### config.mk
export PLATFORM = sky130hd
export DESIGN_NAME = peak_to_peak_level_meter_core
export DESIGN_NICKNAME = d
export VERILOG_FILES = /design/src/design/p2plm_pkg.sv /design/src/design/p2plm_front.sv /design/src/design/p2plm_queue.sv /design/src/design/p2plm_divider.sv /design/src/design/p2plm_back.sv /design/src/design/peak_to_peak_level_meter_core.sv
export SDC_FILE = /design/constraint.sdc
export NUM_CORES = 2
export LEC_CHECK = 0
export BUFFER_PORTS_ARGS = -buffer_cell sky130_fd_sc_hd__buf_2
export CAP_MARGIN = 20
export CORE_MARGIN = 3
export CORE_UTILIZATION = 48
export DETAILED_ROUTE_END_ITERATION = 8
export GPL_TIMING_DRIVEN = 0
export PLACE_DENSITY = 0.76
export RECOVER_POWER = 25
export SETUP_SLACK_MARGIN = 0.4
export SYNTH_ARGS = -nofsm -noshare
export SYNTH_HDL_FRONTEND = slang
export SYNTH_HIERARCHICAL = 1
export SYNTH_SLANG_ARGS = --single-unit
### constraint.sdc
create_clock -name i_clk -period 10.3 [get_ports i_clk]
set_input_delay 3.09 -clock i_clk [delete_from_list [all_inputs] [get_ports i_clk]]
set_output_delay 3.09 -clock i_clk [all_outputs]
set_load 0.005 [all_outputs]
### src/design/p2plm_pkg.sv
// shared types and constants of the peak-to-peak level meter
// no dependencies
`timescale 1ns / 1ps

package p2plm_pkg;

    localparam int FRAME_SAMPLES = 512;
    localparam int SAMPLE_POS_W  = $clog2(FRAME_SAMPLES);

    localparam int SAMPLE_W = 16;
    localparam int LEVEL_W  = 24;
    localparam int TOTAL_W  = 56;
    localparam int COUNT_W  = 32;

    localparam int QUEUE_DEPTH = 2;
    localparam int QUEUE_PTR_W = $clog2(QUEUE_DEPTH);
    localparam int QUEUE_CNT_W = $clog2(QUEUE_DEPTH + 1);

    localparam int DIV_DIVIDEND_W = TOTAL_W;
    localparam int DIV_DIVISOR_W  = COUNT_W;
    localparam int DIV_STEPS      = DIV_DIVIDEND_W;
    localparam int DIV_CNT_W      = $clog2(DIV_STEPS);

    localparam int PADDR_W = 4;

    localparam logic [1:0] REG_WINDOW_FRAMES = 2'd0;
    localparam logic [1:0] REG_USE_MIC_SCALE = 2'd1;
    localparam logic [1:0] REG_MIC_DIVISOR   = 2'd2;
    localparam logic [1:0] REG_HUMAN_DIVISOR = 2'd3;

    typedef enum logic [2:0] {
        S_IDLE,
        S_LEVEL,
        S_UPDATE,
        S_MEAN,
        S_EMIT
    } t_back_state;

endpackage

### src/design/p2plm_front.sv
// sample front end: per-frame min/max tracking and window summing
// depends on p2plm_pkg
`timescale 1ns / 1ps

module p2plm_front import p2plm_pkg::*; (
    input  logic                       i_clk,
    input  logic                       i_rst_n,
    input  logic                       i_in_valid,
    input  logic signed [SAMPLE_W-1:0] i_sample,
    output logic                       o_in_ready,
    input  logic                       i_q_full,
    input  logic [7:0]                 i_window_frames,
    output logic                       o_q_push,
    output logic [LEVEL_W-1:0]         o_q_data
);

    logic signed [SAMPLE_W-1:0] r_low;
    logic signed [SAMPLE_W-1:0] r_high;
    logic [SAMPLE_POS_W-1:0]    r_spos;
    logic [7:0]                 r_fpos;
    logic [LEVEL_W-1:0]         r_sum;

    logic signed [SAMPLE_W-1:0] n_low;
    logic signed [SAMPLE_W-1:0] n_high;
    logic [SAMPLE_W:0]          span_full;
    logic [SAMPLE_W-1:0]        span;
    logic [LEVEL_W:0]           sum_full;
    logic [LEVEL_W-1:0]         n_sum;
    logic [7:0]                 limit;
    logic                       accept;
    logic                       frame_end;
    logic                       win_end;

    assign o_in_ready = !i_q_full;
    assign accept     = i_in_valid && o_in_ready;

    assign n_low     = (i_sample < r_low) ? i_sample : r_low;
    assign n_high    = (i_sample > r_high) ? i_sample : r_high;
    assign span_full = {n_high[SAMPLE_W-1], n_high} - {n_low[SAMPLE_W-1], n_low};
    assign span      = span_full[SAMPLE_W-1:0];
    assign sum_full  = {1'b0, r_sum} + (LEVEL_W + 1)'(span);
    assign n_sum     = sum_full[LEVEL_W] ? {LEVEL_W{1'b1}} : sum_full[LEVEL_W-1:0];

    assign limit     = (i_window_frames == 8'd0) ? 8'd1 : i_window_frames;
    assign frame_end = (r_spos == SAMPLE_POS_W'(FRAME_SAMPLES - 1));
    assign win_end   = frame_end && (({1'b0, r_fpos} + 9'd1) >= {1'b0, limit});

    assign o_q_push = accept && win_end;
    assign o_q_data = n_sum;

    always_ff @(posedge i_clk) begin
        if (!i_rst_n) begin
            r_low  <= '0;
            r_high <= '0;
            r_spos <= '0;
            r_fpos <= '0;
            r_sum  <= '0;
        end else if (accept) begin
            if (frame_end) begin
                r_spos <= '0;
                r_low  <= '0;
                r_high <= '0;
                if (win_end) begin
                    r_sum  <= '0;
                    r_fpos <= '0;
                end else begin
                    r_sum  <= n_sum;
                    r_fpos <= r_fpos + 8'd1;
                end
            end else begin
                r_spos <= r_spos + SAMPLE_POS_W'(1);
                r_low  <= n_low;
                r_high <= n_high;
            end
        end
    end

endmodule

### src/design/p2plm_queue.sv
// short fifo of window sums between front end and back end
// depends on p2plm_pkg
`timescale 1ns / 1ps

module p2plm_queue import p2plm_pkg::*; (
    input  logic               i_clk,
    input  logic               i_rst_n,
    input  logic               i_push,
    input  logic [LEVEL_W-1:0] i_data,
    input  logic               i_pop,
    output logic               o_full,
    output logic               o_empty,
    output logic [LEVEL_W-1:0] o_data
);

    logic [LEVEL_W-1:0]     r_mem [QUEUE_DEPTH];
    logic [QUEUE_PTR_W-1:0] r_wr;
    logic [QUEUE_PTR_W-1:0] r_rd;
    logic [QUEUE_CNT_W-1:0] r_cnt;
    logic                   do_push;
    logic                   do_pop;

    assign o_full  = (r_cnt == QUEUE_CNT_W'(QUEUE_DEPTH));
    assign o_empty = (r_cnt == '0);
    assign o_data  = r_mem[r_rd];
    assign do_push = i_push && !o_full;
    assign do_pop  = i_pop && !o_empty;

    always_ff @(posedge i_clk) begin
        if (do_push) begin
            r_mem[r_wr] <= i_data;
        end
    end

    always_ff @(posedge i_clk) begin
        if (!i_rst_n) begin
            r_wr  <= '0;
            r_rd  <= '0;
            r_cnt <= '0;
        end else begin
            if (do_push) begin
                r_wr <= (r_wr == QUEUE_PTR_W'(QUEUE_DEPTH - 1)) ? '0 : r_wr + QUEUE_PTR_W'(1);
            end
            if (do_pop) begin
                r_rd <= (r_rd == QUEUE_PTR_W'(QUEUE_DEPTH - 1)) ? '0 : r_rd + QUEUE_PTR_W'(1);
            end
            if (do_push && !do_pop) begin
                r_cnt <= r_cnt + QUEUE_CNT_W'(1);
            end else if (do_pop && !do_push) begin
                r_cnt <= r_cnt - QUEUE_CNT_W'(1);
            end
        end
    end

endmodule

### src/design/p2plm_divider.sv
// restoring divider, one quotient bit per clock
// depends on p2plm_pkg
`timescale 1ns / 1ps

module p2plm_divider import p2plm_pkg::*; (
    input  logic                      i_clk,
    input  logic                      i_rst_n,
    input  logic                      i_start,
    input  logic [DIV_DIVIDEND_W-1:0] i_dividend,
    input  logic [DIV_DIVISOR_W-1:0]  i_divisor,
    output logic                      o_done,
    output logic [DIV_DIVIDEND_W-1:0] o_quotient
);

    logic                      r_busy;
    logic                      r_done;
    logic [DIV_CNT_W-1:0]      r_cnt;
    logic [DIV_DIVISOR_W-1:0]  r_rem;
    logic [DIV_DIVISOR_W-1:0]  r_div;
    logic [DIV_DIVIDEND_W-1:0] r_quo;

    logic [DIV_DIVISOR_W:0]    trial;
    logic [DIV_DIVISOR_W:0]    diff;
    logic                      ge;

    assign trial = {r_rem, r_quo[DIV_DIVIDEND_W-1]};
    assign diff  = trial - {1'b0, r_div};
    assign ge    = (trial >= {1'b0, r_div});

    assign o_done     = r_done;
    assign o_quotient = r_quo;

    always_ff @(posedge i_clk) begin
        if (!i_rst_n) begin
            r_busy <= 1'b0;
            r_done <= 1'b0;
            r_cnt  <= '0;
        end else begin
            r_done <= 1'b0;
            if (i_start) begin
                r_busy <= 1'b1;
                r_cnt  <= '0;
            end else if (r_busy) begin
                r_cnt <= r_cnt + DIV_CNT_W'(1);
                if (r_cnt == DIV_CNT_W'(DIV_STEPS - 1)) begin
                    r_busy <= 1'b0;
                    r_done <= 1'b1;
                end
            end
        end
    end

    always_ff @(posedge i_clk) begin
        if (i_start) begin
            r_rem <= '0;
            r_div <= i_divisor;
            r_quo <= i_dividend;
        end else if (r_busy) begin
            r_rem <= ge ? diff[DIV_DIVISOR_W-1:0] : trial[DIV_DIVISOR_W-1:0];
            r_quo <= {r_quo[DIV_DIVIDEND_W-2:0], ge};
        end
    end

endmodule

### src/design/p2plm_back.sv
// back end: level scaling, lowest/highest/mean tracking, result register
// depends on p2plm_pkg and p2plm_divider
`timescale 1ns / 1ps

module p2plm_back import p2plm_pkg::*; (
    input  logic               i_clk,
    input  logic               i_rst_n,
    input  logic               i_q_empty,
    input  logic [LEVEL_W-1:0] i_q_data,
    output logic               o_q_pop,
    input  logic [7:0]         i_window_frames,
    input  logic               i_use_mic_scale,
    input  logic [15:0]        i_mic_divisor,
    input  logic [15:0]        i_human_divisor,
    output logic               o_out_valid,
    input  logic               i_out_ready,
    output logic [LEVEL_W-1:0] o_level_now,
    output logic [LEVEL_W-1:0] o_level_lowest,
    output logic [LEVEL_W-1:0] o_level_highest,
    output logic [LEVEL_W-1:0] o_level_mean
);

    t_back_state r_state;
    t_back_state n_state;

    logic [LEVEL_W-1:0] r_level;
    logic [LEVEL_W-1:0] r_lowest;
    logic [LEVEL_W-1:0] r_highest;
    logic [TOTAL_W-1:0] r_total;
    logic [COUNT_W-1:0] r_count;
    logic [LEVEL_W-1:0] r_mean;
    logic               r_out_valid;
    logic [LEVEL_W-1:0] r_out_now;
    logic [LEVEL_W-1:0] r_out_lowest;
    logic [LEVEL_W-1:0] r_out_highest;
    logic [LEVEL_W-1:0] r_out_mean;

    logic [TOTAL_W:0]          total_full;
    logic [TOTAL_W-1:0]        n_total;
    logic [COUNT_W-1:0]        n_count;
    logic [7:0]                frames_eff;
    logic [15:0]               div_sel;
    logic [15:0]               div_eff;
    logic [LEVEL_W-1:0]        scale;
    logic                      div_start;
    logic                      div_done;
    logic [DIV_DIVIDEND_W-1:0] div_dividend;
    logic [DIV_DIVISOR_W-1:0]  div_divisor;
    logic [DIV_DIVIDEND_W-1:0] div_quo;
    logic                      out_load;

    assign frames_eff = (i_window_frames == 8'd0) ? 8'd1 : i_window_frames;
    assign div_sel    = i_use_mic_scale ? i_mic_divisor : i_human_divisor;
    assign div_eff    = (div_sel == 16'd0) ? 16'd1 : div_sel;
    assign scale      = LEVEL_W'(frames_eff) * LEVEL_W'(div_eff);

    assign total_full = {1'b0, r_total} + (TOTAL_W + 1)'(r_level);
    assign n_total    = total_full[TOTAL_W] ? {TOTAL_W{1'b1}} : total_full[TOTAL_W-1:0];
    assign n_count    = (r_count == {COUNT_W{1'b1}}) ? r_count : r_count + COUNT_W'(1);

    p2plm_divider u_divider (
        .i_clk      (i_clk),
        .i_rst_n    (i_rst_n),
        .i_start    (div_start),
        .i_dividend (div_dividend),
        .i_divisor  (div_divisor),
        .o_done     (div_done),
        .o_quotient (div_quo)
    );

    always_comb begin
        n_state = r_state;
        unique case (r_state)
            S_IDLE: begin
                if (!i_q_empty) n_state = S_LEVEL;
            end
            S_LEVEL: begin
                if (div_done) n_state = S_UPDATE;
            end
            S_UPDATE: begin
                n_state = S_MEAN;
            end
            S_MEAN: begin
                if (div_done) n_state = S_EMIT;
            end
            S_EMIT: begin
                if (!r_out_valid || i_out_ready) n_state = S_IDLE;
            end
            default: n_state = S_IDLE;
        endcase
    end

    always_comb begin
        o_q_pop      = 1'b0;
        div_start    = 1'b0;
        out_load     = 1'b0;
        div_dividend = DIV_DIVIDEND_W'({i_q_data, 8'd0});
        div_divisor  = DIV_DIVISOR_W'(scale);
        unique case (r_state)
            S_IDLE: begin
                o_q_pop   = !i_q_empty;
                div_start = !i_q_empty;
            end
            S_UPDATE: begin
                div_start    = 1'b1;
                div_dividend = n_total;
                div_divisor  = n_count;
            end
            S_EMIT: begin
                out_load = !r_out_valid || i_out_ready;
            end
            default: ;
        endcase
    end

    always_ff @(posedge i_clk) begin
        if (!i_rst_n) begin
            r_state     <= S_IDLE;
            r_lowest    <= {LEVEL_W{1'b1}};
            r_highest   <= '0;
            r_total     <= '0;
            r_count     <= '0;
            r_out_valid <= 1'b0;
        end else begin
            r_state <= n_state;
            if (r_state == S_UPDATE) begin
                if (r_level < r_lowest)  r_lowest  <= r_level;
                if (r_level > r_highest) r_highest <= r_level;
                r_total <= n_total;
                r_count <= n_count;
            end
            if (out_load) begin
                r_out_valid <= 1'b1;
            end else if (i_out_ready) begin
                r_out_valid <= 1'b0;
            end
        end
    end

    // lowest and highest are updated by the time the mean pass finishes
    always_ff @(posedge i_clk) begin
        if (r_state == S_LEVEL && div_done) begin
            r_level <= (|div_quo[DIV_DIVIDEND_W-1:LEVEL_W]) ? {LEVEL_W{1'b1}}
                                                            : div_quo[LEVEL_W-1:0];
        end
        if (r_state == S_MEAN && div_done) begin
            r_mean <= div_quo[LEVEL_W-1:0];
        end
        if (out_load) begin
            r_out_now     <= r_level;
            r_out_lowest  <= r_lowest;
            r_out_highest <= r_highest;
            r_out_mean    <= r_mean;
        end
    end

    assign o_out_valid     = r_out_valid;
    assign o_level_now     = r_out_now;
    assign o_level_lowest  = r_out_lowest;
    assign o_level_highest = r_out_highest;
    assign o_level_mean    = r_out_mean;

endmodule

### src/design/peak_to_peak_level_meter_core.sv
// top level of the peak-to-peak level meter: register port and block wiring
// depends on p2plm_pkg, p2plm_front, p2plm_queue and p2plm_back
`timescale 1ns / 1ps

// The front end takes one sample per clock and tracks each frame's minimum and maximum; it
// holds off a sample only when the two-entry window queue is full. Each closed window is
// scaled and folded into the statistics by the back end, which runs a shared 56-step
// restoring divider twice (level, then mean) to produce one result per closed window. Results
// wait in an output register while new samples keep flowing until the window queue is full.

module peak_to_peak_level_meter_core import p2plm_pkg::*; (
    input  logic                       i_clk,
    input  logic                       i_rst_n,
    input  logic                       psel,
    input  logic                       penable,
    input  logic                       pwrite,
    input  logic [PADDR_W-1:0]         paddr,
    input  logic [31:0]                pwdata,
    output logic [31:0]                prdata,
    output logic                       pready,
    input  logic                       i_in_valid,
    output logic                       o_in_ready,
    input  logic signed [SAMPLE_W-1:0] i_sample,
    output logic                       o_out_valid,
    input  logic                       i_out_ready,
    output logic [LEVEL_W-1:0]         o_level_now,
    output logic [LEVEL_W-1:0]         o_level_lowest,
    output logic [LEVEL_W-1:0]         o_level_highest,
    output logic [LEVEL_W-1:0]         o_level_mean
);

    logic [7:0]  r_window_frames;
    logic        r_use_mic_scale;
    logic [15:0] r_mic_divisor;
    logic [15:0] r_human_divisor;

    logic               cfg_wr;
    logic               q_push;
    logic [LEVEL_W-1:0] q_wdata;
    logic               q_pop;
    logic               q_full;
    logic               q_empty;
    logic [LEVEL_W-1:0] q_rdata;

    assign pready = 1'b1;
    assign cfg_wr = psel && penable && pwrite && pready;

    always_ff @(posedge i_clk) begin
        if (!i_rst_n) begin
            r_window_frames <= 8'd5;
            r_use_mic_scale <= 1'b1;
            r_mic_divisor   <= 16'd256;
            r_human_divisor <= 16'd256;
        end else if (cfg_wr) begin
            unique case (paddr[3:2])
                REG_WINDOW_FRAMES: r_window_frames <= pwdata[7:0];
                REG_USE_MIC_SCALE: r_use_mic_scale <= pwdata[0];
                REG_MIC_DIVISOR:   r_mic_divisor   <= pwdata[15:0];
                REG_HUMAN_DIVISOR: r_human_divisor <= pwdata[15:0];
                default: ;
            endcase
        end
    end

    always_comb begin
        unique case (paddr[3:2])
            REG_WINDOW_FRAMES: prdata = {24'd0, r_window_frames};
            REG_USE_MIC_SCALE: prdata = {31'd0, r_use_mic_scale};
            REG_MIC_DIVISOR:   prdata = {16'd0, r_mic_divisor};
            REG_HUMAN_DIVISOR: prdata = {16'd0, r_human_divisor};
            default:           prdata = '0;
        endcase
    end

    p2plm_front u_front (
        .i_clk           (i_clk),
        .i_rst_n         (i_rst_n),
        .i_in_valid      (i_in_valid),
        .i_sample        (i_sample),
        .o_in_ready      (o_in_ready),
        .i_q_full        (q_full),
        .i_window_frames (r_window_frames),
        .o_q_push        (q_push),
        .o_q_data        (q_wdata)
    );

    p2plm_queue u_queue (
        .i_clk   (i_clk),
        .i_rst_n (i_rst_n),
        .i_push  (q_push),
        .i_data  (q_wdata),
        .i_pop   (q_pop),
        .o_full  (q_full),
        .o_empty (q_empty),
        .o_data  (q_rdata)
    );

    p2plm_back u_back (
        .i_clk           (i_clk),
        .i_rst_n         (i_rst_n),
        .i_q_empty       (q_empty),
        .i_q_data        (q_rdata),
        .o_q_pop         (q_pop),
        .i_window_frames (r_window_frames),
        .i_use_mic_scale (r_use_mic_scale),
        .i_mic_divisor   (r_mic_divisor),
        .i_human_divisor (r_human_divisor),
        .o_out_valid     (o_out_valid),
        .i_out_ready     (i_out_ready),
        .o_level_now     (o_level_now),
        .o_level_lowest  (o_level_lowest),
        .o_level_highest (o_level_highest),
        .o_level_mean    (o_level_mean)
    );

    a_low_le_high: assert property (@(posedge i_clk) disable iff (!i_rst_n)
        o_out_valid |-> (o_level_lowest <= o_level_highest))
        else $error("lowest level above highest level");

    a_now_in_range: assert property (@(posedge i_clk) disable iff (!i_rst_n)
        o_out_valid |-> (o_level_now >= o_level_lowest && o_level_now <= o_level_highest))
        else $error("current level outside lowest/highest range");

    a_reset_clears_out: assert property (@(posedge i_clk)
        !i_rst_n |=> !o_out_valid)
        else $error("result valid right after reset");

endmodule

; ---- Word-level counts from Yosys, hierarchy flattened
; Memory sizes are Yosys's and may differ from the RTL's. A register that Yosys moved wholly into a read port is not among the register bits.
; Cells that the tools add are included.
[classes]
mux = 41
n_reduce_logical = 36
order_cmp = 6
add_sub_neg = 13
bitwise_logic = 2
shifts = 0
div_mod_pow = 0
n_eq_ne = 15
n_mul = 1
[ops]
columns = operator, count
row1 = two-way mux 56 bit, 4
row2 = one-hot mux 32 bit (4 select lines), 1
row3 = two-way mux 16 bit, 6
row4 = two-way mux 24 bit, 3
row5 = two-way mux 32 bit, 2
row6 = adder 56 x 24 -> 57 bit, 1
row7 = >= comparator 33 x 32 -> 1 bit, 1
row8 = adder 32 x 1 -> 32 bit (second input constant), 1
row9 = equality test 32 bit (second input constant), 1
row10 = OR reduction 32 bit, 1
row11 = subtractor 32 bit, 1
row12 = adder 24 x 16 -> 25 bit, 1
row13 = > comparator 24 bit, 1
row14 = less-than comparator 24 bit, 1
row15 = multiplier 8 x 16 -> 24 bit, 1
row16 = > comparator 16 bit, 1
row17 = logical NOT 16 bit, 1
row18 = less-than comparator 16 bit, 1
row19 = two-way mux 8 bit, 2
row20 = subtractor 16 bit, 1
row21 = one-hot mux 3 bit (5 select lines), 1
row22 = two-way mux 1 bit, 14
row23 = AND reduction 2 bit, 7
row24 = two-way mux 3 bit, 4
row25 = other kinds (31), 56
[totals]
mem_bits_ro = 0
wordCells = 146
input_bits = 59
memories = 1
reg_bits = 530
ramBits = 48
latchBits = 0
output_inout_bits = 131
[mem_list]
columns = name, words, width, rd, rd_clocked_by_memory_dff, write_ports, line_no
row1 = u_queue.r_mem, 2, 24, 1, 1, 1, p2plm_queue.sv:16  ; logic [LEVEL_W-1:0] r_mem [QUEUE_DEPTH];

; ---- Depth between registers and ports, before layout
[depth]
word_depth = 10
depth_mapped = 30
depth_no_buf = 29

; ---- By module
; Netlist, hierarchy kept.
[modules_own_cells]
columns = mod, area_per_inst_um2, seq_area_each_um2, cells_each, instances
row1 = p2plm_back, 18680.4, 7126.8, 1973, 1
row2 = p2plm_divider, 7302.0, 3443.3, 703, 1
row3 = p2plm_front, 6027.0, 1461.4, 742, 1
row4 = peak_to_peak_level_meter_core, 2043.2, 820.8, 212, 1
row5 = p2plm_queue, 1960.6, 1541.5, 100, 1

; ---- Worst setup path before layout
; OpenSTA, ideal clock, no wires.
[synth_path]
path_type = input to register
startpoint = input i_sample[15]
endpoint = memory u_queue.r_mem[0][21] (data pin)
setup_slack_ps = 1153
t_arrival_ps = 8885
path_stages = 28
t_required_ps = 10038
path_buffers = 2
setup_time_ps = 262
cell_sequence = ha_1 nand4_2 or4_4 a21o_1 and3_4 buf_6 nor2_1 clkbuf_1 nand2_1 o21ai_0 ha_1 a21o_1 maj3_1 a211oi_2 o311ai_1 a31o_2 a21oi_1 xnor2_1 ha_1 nand2_1 o21ai_0 a2111oi_0 o21bai_1 a211oi_1 o21ai_0 o211ai_1 xor2_1 nand2_1
[synth_between]
elab_chain_len = 5
word_cells_on_any_way = 7
classes_between = add/sub: 2 / order compare: 2 / mux: 3
[synth_rtl]
columns = element, line_no
row1 = from (decl), peak_to_peak_level_meter_core.sv:23  ; input logic signed [SAMPLE_W-1:0] i_sample,
row2 = > comparator 16 bit or less-than comparator 16 bit (tied branches), "p2plm_front.sv:38, p2plm_front.sv:37"
row3 = two-way mux 16 bit (on tied branches), "p2plm_front.sv:38, p2plm_front.sv:37"
row4 = subtractor 16 bit (*), p2plm_front.sv:39  ; assign span_full = {n_high[SAMPLE_W-1], n_high} - {n_low[SAMPLE_W-1], n_low};
row5 = adder 24 x 16 -> 25 bit (*), p2plm_front.sv:41  ; assign sum_full = {1'b0, r_sum} + (LEVEL_W + 1)'(span);
row6 = two-way mux 24 bit (*), p2plm_front.sv:42  ; assign n_sum = sum_full[LEVEL_W] ? {LEVEL_W{1'b1}} : sum_full[LEVEL_W-1:0];
row7 = named net q_wdata[21], peak_to_peak_level_meter_core.sv:39  ; logic [LEVEL_W-1:0] q_wdata;
row8 = to (decl), p2plm_queue.sv:16
; Mark *: on every way through the listed nets, which the timed path passes. The rest lies on a longest branch.

; ---- Worst setup path in the final report
; Same ends and word-level chain as after synthesis.

==> impl_metrics.yaml <==
critical_path:
  critical_path.endpoint_type: "flop"
  worstReg2RegStart: "r_use_mic_scale"
  critPathKind: "in -> reg"
  max_fanout_on_critical_path: 10
  required_worst_endpoint_ns: 10.64
  critical_path.max_stage_delay_ns: 0.58
  r2r_slack_ns: 2.82
  cpMaxStageDelayCell: "sky130_fd_sc_hd__or4_4"
  crit_arrival_ns: 9.86
  cp-startpoint: "i_sample[15]"
  ff2ff_path_depth: 22
  startpoint_type_of_the_worst_setup_path: "input port"
  reg_to_reg_end: "u_back/u_divider/r_div[23]"
synth:
  synth_largest_type_area_fraction: 0.233
  yosys_warnings: 6
  synth_top_cells_by_area: "sky130_fd_sc_hd__edfxtp_1, sky130_fd_sc_hd__dfxtp_1, sky130_fd_sc_hd__ha_1"
  synth_most_common_cell: "sky130_fd_sc_hd__nand2_1"
  share_of_synthesized_area_occupied_by_flip_flops_and_latches: 0.400
  synth_area_um2: 36000
  ys_async_sr_fraction: 0
  synth_cell_types: 111
  post_synth_most_frequent_cells: "sky130_fd_sc_hd__nand2_1, sky130_fd_sc_hd__dfxtp_1, sky130_fd_sc_hd__nor2_1, sky130_fd_sc_hd__edfxtp_1, sky130_fd_sc_hd__inv_1"
  synthesis.area_per_instance_um2: 9.66
  yosys_most_used_dff: "sky130_fd_sc_hd__dfxtp_1"
  synth.ff_latch_count: 579
  synth_edf_count: 280
  post-synth-top-area-cell: "sky130_fd_sc_hd__edfxtp_1"
  synth_cells: 3730
min_path:
  worstHoldPathCells: 0
  whs_endpoint: "u_back/o_level_mean[20]"
  timing.hold.worst.start: "u_back/r_mean[20]"
  worst_hold_path_type: "reg -> reg"
cts:
  clock_tree_buffer_depth: 3
  tritoncts.num_buffers: 67
  clock_latency_ns: 0.62
  h-tree-depth: 3
  clock_sink_count: 579
  ctsRootBufferMaster: "sky130_fd_sc_hd__clkbuf_16"
  clk_pin_slew_ns: 0.06
  cts_hold_repair.buffers: 0
  clock_tree_from_tritoncts: "built"
grt:
  grt_most_used_layer: "met2"
  global_route.usage.met3: 0.0333
  pin_count_of_the_biggest_net_entering_global_routing: 38
  grt_overflow_total: 0
  grt_pass1_wl_um: 150000
  antenna_found_initial: 0
  gr-usage-met1: 0.310
  global_route.usage.met2: 0.399
  grt_pass1_vias: 28500
  grtUsageTotal: 0.235
routing:
  drt-total-wl_um: 94200
  route.detailed.drc: 0
  viasPerCell: 5.80
  iteration_0_drc_count_of_the_detailed_router: 2070
  ant_nets: 0
  detailroute.via_count: 29000
  detail_route.wl_per_cell_um: 18.8
  detailedRoute.firstPassIterationCount: 5
sta:
  final_period_minus_worst_setup_slack_ns: 9.52
  setup_repair_after_global_routing_missed_its_margin: "no"
  worst_pin_slew_ns: 2.05
  max_freq_ghz: 0.105
  setup_slack_ns: 0.780
  setup_viol_count_final: 0
  period_share: 0.924
  setup_tns_ns: 0
  slew_violations: 14
  final-hold-violation-count: 0
  clock_skew_ns: 0.0315
  worst_slew_margin_rel: -0.381
power:
  leakage_nw: 15.9
  power_per_standard_cell_area_nw_per_um2: 161
  worst_ir_drop_vdd_mv: 0.107
floorplan:
  die_x_um: 280
  fp.coreArea_um2: 73600
  std_cell_rows: 99
  die_height_um: 280
  floorplan.initialDensity: 0.489
  fp.dieArea_um2: 78300
  floorplan.io_pins: 190
status:
  violations: "capacitance limit, slew limit"
  status: "finished, violations left"
placement:
  port-buffer-count: 154
  place.detailed.hpwl_um: 69300
  dp_worst_setup_slack_ns: -0.152
  routabilityCongestion: 0.921
layout:
  fraction_of_layout_cells_with_a_size_suffix_above_1: 0.124
  ant_diodes: 0
  synthesis_to_layout_area_growth_pct: 12.8
  finalNetCount: 4353
  total_of_fill_cells_in_the_finished_design: 6416
job:
  timing.max_cap.violations: 1
[cell families after synthesis]
kind of cell               count (synthesis)  share of synthesized area
AOI/OAI and AO/OA                        791                      0.151
xor gates and xnor gates                 179                     0.0435
adders and majority gates                312                      0.127
buffers and inverters                    467                     0.0542
DFF                                      579                      0.400
muxes                                    201                     0.0593
other                                      2                   0.000209
and+or+nand+nor                         1199                      0.166
[worst max-delay path by stage]
stage,slack [ns],end,depth (start not counted)
final,0.78,u_queue/r_mem[0][21],29
after global routing,0.39,u_queue/r_mem[1][18],29
after CTS,0.47,u_queue/r_mem[0][21],29
after detailed placement,-0.15,u_queue/r_mem[0][21],29
after global placement,-0.08,u_queue/r_mem[0][18],29
after floorplan,1.15,u_queue/r_mem[0][21],28
[registers in the layout (all words and copies together) (netlist names), 8 cells and up, named ones only]
register and count:
u_front/r_sum 24, r_mic_divisor 16, u_back/r_total 56, u_back/u_divider/r_rem 32, u_queue/r_mem 48, u_back/r_lowest 24
u_back/r_count 32, u_back/o_level_mean 24, u_back/r_mean 24, r_human_divisor 16, r_window_frames 8, u_back/o_level_now 24
u_front/r_fpos 8, u_back/u_divider/r_div 32, u_back/u_divider/o_quotient 56, u_back/r_highest 24, u_front/r_spos 9, u_front/r_high 16
u_back/r_level 24, u_front/r_low 16, u_back/o_level_highest 24, u_back/o_level_lowest 24
[final cells by class]
class | count | area, um^2 | share of cell area
Buffer | 197 | 942 | 0.0232
Clock buffer | 84 | 1790 | 0.0441
Clock inverter | 39 | 552 | 0.0136
Inverter | 270 | 1010 | 0.0250
Multi-Input combinational cell | 2699 | 19800 | 0.487
Sequential cell | 579 | 14400 | 0.354
Tap cell | 959 | 1200 | 0.0296
Timing Repair Buffer | 169 | 950 | 0.0234
[cell usage in the layout, fill, tap and decap left out, types with 110 or more instances in the layout]
cell type,n
sky130_fd_sc_hd__a21oi_1,188
sky130_fd_sc_hd__buf_2,183
sky130_fd_sc_hd__clkbuf_1,139
sky130_fd_sc_hd__dfxtp_1,299
sky130_fd_sc_hd__edfxtp_1,280
sky130_fd_sc_hd__ha_1,223
sky130_fd_sc_hd__inv_1,268
sky130_fd_sc_hd__mux2i_1,110
sky130_fd_sc_hd__nand2_1,328
sky130_fd_sc_hd__nor2_1,292
sky130_fd_sc_hd__nor2b_1,129
sky130_fd_sc_hd__o21ai_0,146
[worst max-delay path: cells and delay by family]
family,cells,cell delay (ns)
xor+xnor,2,0.39
simple gates,7,1.33
compound gates,13,3.09
fa+ha+maj,4,1.39
buf+inv,3,0.56
[timing repair]
action / CTS / global route
gates resized for setup: 0 / 9
buffers inserted: 0 / 2
setup endpoints to repair: 0 / 55
[routing by layer]
layer | vias to the layer above | share of wire
met2 | 1029 | 0.47
met1 | 13900 | 0.43
li1 | 13800 | -
met3 | 211 | 0.066
met4 | 0 | 0.033
met5 | - | 0
[through the flow]
step	total power [mW]	area (um^2)	hold WS, ns	std cells	util
after floorplan	3.69	36100	0.400	3745	-
after global placement	4.02	38000	0.401	4858	0.517
after detailed placement	4.05	38300	0.405	4870	0.520
after CTS	6.55	40600	0.395	4993	0.552
after global routing	6.83	40600	0.411	4996	0.552
final	6.53	40600	0.399	4996	0.552
[power breakdown]
part           switching (mW)  internal [mW]  total (mW)
registers              0.0728           2.52        2.60
clock network            1.03           1.47        2.49
logic                   0.894          0.554        1.45
Note: power is estimated with default switching activity, not from simulation.
